==> src/hw/rtl/sle_pkg.sv <==
package sle_pkg;

    // Input operations
    typedef enum logic [1:0] {
        OP_RX_BYTE     = 2'd0,
        OP_SET_FACTORY = 2'd1,
        OP_CLEAR_LINE  = 2'd2,
        OP_READ_ENTRY  = 2'd3
    } t_op;

    // Result kinds
    typedef enum logic [2:0] {
        KIND_ECHO      = 3'd0,
        KIND_LINE_DONE = 3'd1,
        KIND_FACTORY   = 3'd2,
        KIND_CAPTURE   = 3'd3,
        KIND_READ      = 3'd4,
        KIND_STATUS    = 3'd5
    } t_kind;

    // Configuration register indexes
    localparam logic CFG_CAPTURE_MODE  = 1'b0;
    localparam logic CFG_LINE_END_CHAR = 1'b1;

    localparam logic [7:0] LINE_END_RESET = 8'h0d;

    // Control characters
    localparam logic [7:0] CH_ESC = 8'h1b;
    localparam logic [7:0] CH_BS  = 8'h08;
    localparam logic [7:0] CH_DEL = 8'h7f;
    localparam logic [7:0] CH_NL  = 8'h0a;
    localparam logic [7:0] CH_SP  = 8'h20;

    // Most results one item can produce
    localparam int RES_MAX   = 4;
    localparam int RES_IDX_W = 2;

    typedef struct packed {
        t_op        operation;
        logic [7:0] data_byte;
        logic [7:0] entry_index;
    } t_in_item;

    typedef struct packed {
        t_kind      kind;
        logic [7:0] value;
        logic [7:0] line_length;
        logic       line_done;
        logic       factory_on;
        logic       last;
    } t_out_item;

endpackage

==> src/hw/rtl/serial_line_editor_echo_core.sv <==
// Serial line editor with echo. Each received byte item is edited against a
// LINE_LEN byte line store and answered by one to four result items (echo,
// erase sequence, newline and line-complete). An item is taken and then holds
// the output until each of its results has been taken, so the block sustains
// one item per cycle for single-result items while the output is not stalled;
// the next item is taken in the same cycle the last result of the previous one
// is taken. The line store is a single-port write, single-port read memory; an
// entry read is issued when the item is taken and its data appears with the
// item's result in the next cycle. Clear line and reset take effect at once
// through a fill mark (entries past the highest position written since the
// last clear read as zero), so there is no clearing pass. Configuration
// writes take effect on the next item.
module serial_line_editor_echo_core #(
    parameter int LINE_LEN = 256
) (
    input  logic               i_clk,
    input  logic               i_rst_n,
    // Input item channel
    input  logic               i_in_valid,
    output logic               o_in_ready,
    input  sle_pkg::t_in_item  i_in_item,
    // Result item channel
    output logic               o_out_valid,
    input  logic               i_out_ready,
    output sle_pkg::t_out_item o_out_item,
    // Configuration write port
    input  logic               i_cfg_we,
    input  logic               i_cfg_idx,
    input  logic [7:0]         i_cfg_data
);
    import sle_pkg::*;

    localparam int AW = $clog2(LINE_LEN);
    localparam int LW = (AW + 1 > 8) ? AW + 1 : 8;

    // Configuration
    logic                 r_capture;
    logic [7:0]           r_line_end;

    // Editor state
    logic [AW-1:0]        r_count, n_count;
    logic [AW:0]          r_fill, n_fill;
    logic                 r_done, n_done;
    logic                 r_factory, n_factory;

    // Line store
    logic [7:0]           r_line_mem [LINE_LEN];
    logic [7:0]           r_rd_data;

    // Result stage
    logic                 r_valid;
    logic [RES_IDX_W-1:0] r_idx;
    logic [RES_IDX_W-1:0] r_last_idx, n_last_idx;
    logic                 r_is_read, n_is_read;
    logic                 r_in_range;
    t_kind                r_kind [RES_MAX];
    t_kind                n_kind [RES_MAX];
    logic [7:0]           r_val [RES_MAX];
    logic [7:0]           n_val [RES_MAX];

    logic                 in_acc;
    logic                 out_acc;
    logic                 out_last;
    logic                 wr_en;
    logic [AW-1:0]        wr_addr;
    logic [7:0]           wr_data;
    logic [AW:0]          count_inc;
    logic [7:0]           rx_byte;

    // Handshakes
    assign out_last   = (r_idx == r_last_idx);
    assign out_acc    = r_valid && i_out_ready;
    assign o_in_ready = !r_valid || (i_out_ready && out_last);
    assign in_acc     = i_in_valid && o_in_ready;
    assign rx_byte    = i_in_item.data_byte;
    assign count_inc  = {1'b0, r_count} + (AW+1)'(1);

    // Decode the item against the current state
    always_comb begin
        n_count    = r_count;
        n_fill     = r_fill;
        n_done     = r_done;
        n_factory  = r_factory;
        n_last_idx = '0;
        n_is_read  = 1'b0;
        wr_en      = 1'b0;
        wr_addr    = r_count;
        wr_data    = '0;
        for (int k = 0; k < RES_MAX; k++) begin
            n_kind[k] = KIND_ECHO;
            n_val[k]  = '0;
        end
        unique case (i_in_item.operation)
            OP_RX_BYTE: begin
                priority if (r_capture) begin
                    n_kind[0] = KIND_CAPTURE;
                    n_val[0]  = rx_byte;
                end else if (rx_byte == CH_ESC) begin
                    n_factory = 1'b0;
                    n_kind[0] = KIND_STATUS;
                end else if (r_factory) begin
                    n_kind[0] = KIND_FACTORY;
                    n_val[0]  = rx_byte;
                end else if (rx_byte == r_line_end) begin
                    // echo, newline, then line complete
                    n_done     = 1'b1;
                    n_val[0]   = rx_byte;
                    n_val[1]   = CH_NL;
                    n_kind[2]  = KIND_LINE_DONE;
                    n_last_idx = RES_IDX_W'(2);
                end else if (rx_byte != CH_BS && rx_byte != CH_DEL) begin
                    // store and advance, wrapping when the line is full
                    n_val[0] = rx_byte;
                    wr_en    = 1'b1;
                    wr_data  = rx_byte;
                    n_count  = (count_inc == (AW+1)'(LINE_LEN)) ? '0 : count_inc[AW-1:0];
                    if (count_inc > r_fill) begin
                        n_fill = count_inc;
                    end
                end else begin
                    // erase: zero the vacated slot (slot 0 on an empty line)
                    n_val[0] = rx_byte;
                    wr_en    = 1'b1;
                    wr_addr  = '0;
                    if (r_count != '0) begin
                        n_count = r_count - AW'(1);
                        wr_addr = r_count - AW'(1);
                        if (rx_byte == CH_DEL) begin
                            n_val[1]   = CH_BS;
                            n_val[2]   = CH_SP;
                            n_val[3]   = CH_BS;
                            n_last_idx = RES_IDX_W'(3);
                        end else begin
                            n_val[1]   = CH_SP;
                            n_val[2]   = CH_BS;
                            n_last_idx = RES_IDX_W'(2);
                        end
                    end
                end
            end
            OP_SET_FACTORY: begin
                n_factory = 1'b1;
                n_kind[0] = KIND_STATUS;
            end
            OP_CLEAR_LINE: begin
                n_count   = '0;
                n_fill    = '0;
                n_done    = 1'b0;
                n_kind[0] = KIND_STATUS;
            end
            OP_READ_ENTRY: begin
                n_kind[0] = KIND_READ;
                n_is_read = 1'b1;
            end
        endcase
    end

    // Configuration registers
    always_ff @(posedge i_clk) begin
        if (!i_rst_n) begin
            r_capture  <= 1'b0;
            r_line_end <= LINE_END_RESET;
        end else if (i_cfg_we) begin
            unique case (i_cfg_idx)
                CFG_CAPTURE_MODE:  r_capture  <= i_cfg_data[0];
                CFG_LINE_END_CHAR: r_line_end <= i_cfg_data;
            endcase
        end
    end

    // Editor state, updated when an item is taken
    always_ff @(posedge i_clk) begin
        if (!i_rst_n) begin
            r_count   <= '0;
            r_fill    <= '0;
            r_done    <= 1'b0;
            r_factory <= 1'b0;
        end else if (in_acc) begin
            r_count   <= n_count;
            r_fill    <= n_fill;
            r_done    <= n_done;
            r_factory <= n_factory;
        end
    end

    // Line store; a write and a read never come from the same item
    always_ff @(posedge i_clk) begin
        if (in_acc && wr_en) begin
            r_line_mem[wr_addr] <= wr_data;
        end
        if (in_acc && n_is_read) begin
            r_rd_data <= r_line_mem[AW'(i_in_item.entry_index)];
        end
    end

    // Result stage control
    always_ff @(posedge i_clk) begin
        if (!i_rst_n) begin
            r_valid <= 1'b0;
            r_idx   <= '0;
        end else if (in_acc) begin
            r_valid <= 1'b1;
            r_idx   <= '0;
        end else if (out_acc) begin
            if (out_last) begin
                r_valid <= 1'b0;
            end else begin
                r_idx <= r_idx + RES_IDX_W'(1);
            end
        end
    end

    // Result stage payload
    always_ff @(posedge i_clk) begin
        if (in_acc) begin
            r_last_idx <= n_last_idx;
            r_is_read  <= n_is_read;
            r_in_range <= LW'(i_in_item.entry_index) < LW'(r_fill);
            for (int k = 0; k < RES_MAX; k++) begin
                r_kind[k] <= n_kind[k];
                r_val[k]  <= n_val[k];
            end
        end
    end

    // Drive the current result
    always_comb begin
        o_out_valid            = r_valid;
        o_out_item.kind        = r_kind[r_idx];
        o_out_item.value       = r_val[r_idx];
        if (r_is_read) begin
            o_out_item.value = r_in_range ? r_rd_data : 8'h00;
        end
        o_out_item.line_length = 8'(r_count);
        o_out_item.line_done   = r_done;
        o_out_item.factory_on  = r_factory;
        o_out_item.last        = out_last;
    end

    // Checks
    a_idx_bound: assert property (@(posedge i_clk) disable iff (!i_rst_n)
        r_valid |-> (r_idx <= r_last_idx))
        else $error("result index past last result");

    a_count_in_fill: assert property (@(posedge i_clk) disable iff (!i_rst_n)
        ({1'b0, r_count} <= r_fill) && (r_fill <= (AW+1)'(LINE_LEN)))
        else $error("line count outside fill mark");

    a_take_gap: assert property (@(posedge i_clk) disable iff (!i_rst_n)
        in_acc |-> (!r_valid || (out_acc && out_last)))
        else $error("item taken while results still pending");

    a_clear: assert property (@(posedge i_clk) disable iff (!i_rst_n)
        (in_acc && i_in_item.operation == OP_CLEAR_LINE)
        |=> (r_count == '0 && r_fill == '0 && !r_done))
        else $error("clear line left state behind");

    a_advance: assert property (@(posedge i_clk) disable iff (!i_rst_n)
        (out_acc && !out_last && !in_acc)
        |=> (r_valid && r_idx == $past(r_idx) + RES_IDX_W'(1)))
        else $error("result sequence did not advance");

endmodule
==> config.mk <==
export PLATFORM = sky130hd
export DESIGN_NAME = serial_line_editor_echo_core
export DESIGN_NICKNAME = d
export VERILOG_FILES = /design/src/hw/rtl/sle_pkg.sv /design/src/hw/rtl/serial_line_editor_echo_core.sv
export SDC_FILE = /design/constraint.sdc
export NUM_CORES = 2
export LEC_CHECK = 0
export BUFFER_PORTS_ARGS = -buffer_cell sky130_fd_sc_hd__buf_2
export CAP_MARGIN = 20
export CELL_PAD_IN_SITES_DETAIL_PLACEMENT = 2
export CELL_PAD_IN_SITES_GLOBAL_PLACEMENT = 2
export CORE_ASPECT_RATIO = 1.5
export CORE_MARGIN = 4
export CORE_UTILIZATION = 55
export CTS_BUF_LIST = sky130_fd_sc_hd__clkbuf_4 sky130_fd_sc_hd__clkbuf_8
export CTS_CLUSTER_DIAMETER = 120
export CTS_CLUSTER_SIZE = 10
export DETAILED_ROUTE_END_ITERATION = 8
export GPL_ROUTABILITY_DRIVEN = 0
export GPL_TIMING_DRIVEN = 0
export PLACE_DENSITY = 0.95
export SLEW_MARGIN = 20
export SYNTH_ARGS = -nofsm -noshare
export SYNTH_HDL_FRONTEND = slang
export SYNTH_SLANG_ARGS = --single-unit
==> constraint.sdc <==
create_clock -name i_clk -period 9.78 [get_ports i_clk]
set_input_delay 0.489 -clock i_clk [delete_from_list [all_inputs] [get_ports i_clk]]
set_output_delay 0.489 -clock i_clk [all_outputs]
set_load 0.01 [all_outputs]
==> impl_metrics.ini, run 1 <==
[yosys]
synth-xor-area-share_pct = 0.200
synth-adder-area-share_pct = 0.362
synthSimpleGateAreaFrac_pct = 3.85
synth_seq_cells = 2109
syn_area_per_cell_um2 = 20.2
synth_warnings = 0
synthFlopType = edfxtp_1
seq_area_frac_synth_pct = 75.9
synth_edf_count = 2076
yosysMostFrequentCell = edfxtp_1
synthMuxAreaShare_pct = 14.3
syn_area_mm2 = 0.0830
synth_cell_type_count = 88
syn-num-nets = 4158
ys_top_cells_by_count = 2076 x edfxtp_1, 479 x mux4_2, 210 x nor2_1
yosys-top-cells-area = edfxtp_1 75%, mux4_2 13%, mux2i_1 1.3%, nor2_1 0.95%, o22ai_1 0.84%
netlist.area_leader.share_pct = 75.1
yosys.area.top_type = edfxtp_1
synth_compound_area_share_pct = 3.87
synth_top_family_by_area = multiplexers
netlist_instances = 4102
synthArstFlopShare_pct = 0

[global_routing]
grt_start_max_net_pins = 81
antenna_found_initial = 119
grt-ovfl-total = 4
grtUsageTotal_pct = 79.0

[placed_design]
portBuffers = 53
dpl.hpwl_um = 283000
place_inst = 6145

[status]
stop_stage = global routing (5_1_grt)
status = aborted with a tool error
firstError = [ERROR GRT-0232] Routing congestion too high. Check the congestion heatmap in the GUI.

[clock_tree]
htreeDepth = 4
root_buffer = clkbuf_8
cts.sinks = 2109
numCtsBuffers = 228
post-cts-setup-buffer-count = 0
cts.repair.resized = 0
cts_buffer_depth = 3

[floorplanning]
die_width_um = 325
rows = 174
start_util_pct = 55.3
die_y_um = 484
ioPinCount = 56
## layer usage
layer,overflow,global-route usage [%]
met5,0,48.5
met3,0,68.0
met4,2,75.8
met1,0,80.7
met2,2,90.0
## per-stage QoR
step           utilization (%)  cell area [um^2]  TNS [ps]  setup slack, ps
2_1_floorplan                -             83000         0             3990
3_3_place_gp              57.1             85700   -287680             -434
3_5_place_dp              57.9             86900         0             3390
4_1_cts                   60.5             90800         0             3140
## kinds of logic after synthesis
group | after synthesis
DFF | 2109
and+or+nand+nor | 637
muxes | 589
AOI/OAI and AO/OA | 442
buffers and inverters | 282
adders and majority gates | 24
xor gates and xnor gates | 19
## repair_timing
item | in CTS
endpoints found under the hold margin | 23
setup endpoints to repair | 0
hold buffers | 26
==> inputs of run 2 (changes only) <==
==> config.mk (replaced) <==
export PLATFORM = sky130hd
export DESIGN_NAME = serial_line_editor_echo_core
export DESIGN_NICKNAME = d
export VERILOG_FILES = /design/src/hw/rtl/sle_pkg.sv /design/src/hw/rtl/serial_line_editor_echo_core.sv
export SDC_FILE = /design/constraint.sdc
export NUM_CORES = 2
export LEC_CHECK = 0
export BUFFER_PORTS_ARGS = -buffer_cell sky130_fd_sc_hd__buf_2
export CAP_MARGIN = 20
export CORE_MARGIN = 4
export CORE_UTILIZATION = 40
export DETAILED_ROUTE_END_ITERATION = 8
export GPL_ROUTABILITY_DRIVEN = 0
export GPL_TIMING_DRIVEN = 0
export PLACE_DENSITY_LB_ADDON = 0.15
export SLEW_MARGIN = 20
export SYNTH_ARGS = -nofsm -noshare
export SYNTH_HDL_FRONTEND = slang
export SYNTH_SLANG_ARGS = --single-unit
==> run 2 against run 1 <==
The flow now finishes without violations. Synthesized area unchanged. Synthesized cell count unchanged.
==> impl_metrics.ini, run 2 <==
[global_routing]
grt_pass1_vias = 43600
grt-ovfl-total = 0
met3_usage_pct = 5.10
grt_pass1_wl_um = 362000
grt_busiest_layer = met2
grt_start_max_net_pins = 77
antenna_found_initial = 17
grt_use_met2_pct = 38.0
grtUsageMet1_pct = 34.3
grtUsageTotal_pct = 24.3

[sta]
finalSetupViolCount = 0
fin_crit_sh_pct = 56.1
fmax_ghz = 0.182
hold_viol = 0
rsz0062_at_grt = no
post-route-min-period_ps = 5490
fin_worst_skew_ps = 37.7
maxSlewViolCount = 0
fin_setup_tns_ps = 0
whs_ps = 62.0
maxSlewHeadroom_pct = 13.0
worst_pin_slew_ps = 1290

[power_and_ir_drop]
p_sw_w = 0.00422
p_sw_share_pct = 21.9
seqPwrFrac_pct = 51.4
pwr-share-clk_pct = 43.3
power.leakage_nw = 30.1
p_per_area_mw_per_mm2 = 202
p_int_w = 0.0151
peakVddDrop_uv = 168
p_comb_share_pct = 5.3
totalPowerFinal_w = 0.0193

[clock_tree]
htreeDepth = 4
root_buffer = clkbuf_16
cts_tree = built
cts.repair.resized = 0
cts.sinks = 2109
insertion_delay_ps = 860
clkTransAtPathRegs_ps = 60
numCtsBuffers = 217
cts_buffer_depth = 3

[critical_path]
worst_setup_path_end_kind = register
slowest_stage = nand3_1
cpLargestDelayFamily = simple AND/OR/NAND/NOR gates
critPathRequiredTime_ps = 10260
cp-start-kind = primary input
path_max_fanout = 10
cp_cell_sequence = dlygate4sd3_1, buf_2, inv_1, ha_1, nor3b_2, a21boi_1, o21ai_2, nor2_1, clkbuf_1, nand3_1, buf_2, nor2_1
slowest_delay_ps = 950
critPathArrivalTime_ps = 5970
path_buf_inv = 5
crit_type = primary input to register

[yosys]
netlist_instances = 4102
synth_seq_cells = 2109
netlist.area_leader.share_pct = 75.1
yosys.area.top_type = edfxtp_1
synth_edf_count = 2076
synthFlopType = edfxtp_1
ys_top_cells_by_count = 2076 x edfxtp_1, 479 x mux4_2, 210 x nor2_1
syn-num-nets = 4158
synthArstFlopShare_pct = 0
synth_warnings = 0
syn_area_mm2 = 0.0830
synth_cell_type_count = 88
seq_area_frac_synth_pct = 75.9
yosys-top-cells-area = edfxtp_1 75%, mux4_2 13%, mux2i_1 1.3%, nor2_1 0.95%, o22ai_1 0.84%
syn_area_per_cell_um2 = 20.2
yosysMostFrequentCell = edfxtp_1

[floorplanning]
start_util_pct = 40.4
die_width_um = 464
coreArea_mm2 = 0.206
die_y_um = 464
rows = 166
ioPinCount = 56
dieArea_mm2 = 0.215

[worst_hold_path]
min_path_type = primary input to register

[finish]
top_register = r_line_mem
largestRegisters = r_line_mem x2048, r_val x13, r_fill x9
layout.nets = 4528
largest_reg_flops = 2048
final_common_cell = edfxtp_1
area_growth_pct = 15.1
drive_gt1_share_pct = 26.3
most-common-layout-cells = 2076 x edfxtp_1, 479 x mux4_2, 223 x clkbuf_16, 210 x nor2_1, 168 x buf_2

[route]
drtIter0Drc = 5617
num_vias = 44500
postRouteAntennaNets = 0
drcViolationCount = 0
via_per_inst = 6.06
first_pass_iters = 5
wl_per_cell_um = 36.1
wl_um = 265000

[job]
drv_cap = 0

[placed_design]
dpl.hpwl_um = 183000
portBuffers = 53

[status]
status = finished, final reports clean
## run 2: cell counts after synthesis
Identical to the previous run, type by type.
## run 2: routing by layer
metal	part of all wire [%]	routed length, um
met1	42	111000
met2	46	123000
met3	8.2	21700
met4	3.6	9500
met5	0.065	173
## run 2: cell families after synthesis
| logic type | count (synthesis) | synth area share [%] |
|---|---|---|
| muxes | 589 | 14.3 |
| adders and majority gates | 24 | 0.362 |
| AOI/OAI and AO/OA | 442 | 3.87 |
| and+or+nand+nor | 637 | 3.85 |
| xor gates and xnor gates | 19 | 0.200 |
| buffers and inverters | 282 | 1.49 |
| DFF | 2109 | 75.9 |
## run 2: repair_timing
| item | 4_1_cts | 5_1_grt |
|---|---|---|
| hold buffers | 20 | 0 |
| hold endpoints to repair | 20 | 0 |
| setup buffers | 0 | 0 |
## run 2: area by class of cell
class | instances | area, um^2
fill | 17300 | 110000
sequential | 2109 | 63000
multi-input combinational | 1711 | 19100
clock buffer | 256 | 5740
tap | 2688 | 3360
timing repair buffer | 151 | 1760
clock inverter | 137 | 1340
buffer | 247 | 1160
inverter | 35 | 131
antenna | 8 | 20.0
## run 2: metrics by stage
step | area, um^2 | utilization (%) | setup WS, ps | cells
after floorplan | 83000 | - | 3990 | 4102
after CTS | 95500 | 46.5 | 4420 | 7332
after global routing | 95600 | 46.5 | 4210 | 7335
after global placement | 86600 | 42.1 | -1460 | 6843
after detailed placement | 88200 | 42.9 | 3740 | 6919
final | 95600 | 46.5 | 4290 | 7342
## run 2: power by group through the flow
stage | clock, W | sequential (W) | combinational [W]
finish | 0.00834 | 0.00991 | 0.00102
global route | 0.00880 | 0.00991 | 0.00105
CTS | 0.00843 | 0.00991 | 0.00101
detailed placement | 0 | 0.0101 | 0.000999
global placement | 0 | 0.0102 | 0.000947
floorplan | 0 | 0.0101 | 0.000501
## run 2: final timing paths
check / cells past startpoint / slack, ps / startpoint / to
max: 12 / 4290 / i_in_item[16] / r_line_mem[60][1]$_DFFE_PP_
min: 2 / 60 / i_rst_n / r_line_end[7]$_SDFFE_PN0P_
max reg2reg: 11 / 4520 / r_count[0]$_SDFFE_PN0P_ / r_line_mem[59][3]$_DFFE_PP_
min reg2reg: 1 / 460 / r_fill[4]$_SDFFE_PN0P_ / r_fill[4]$_SDFFE_PN0P_
Power figures use the tool's default switching activity.
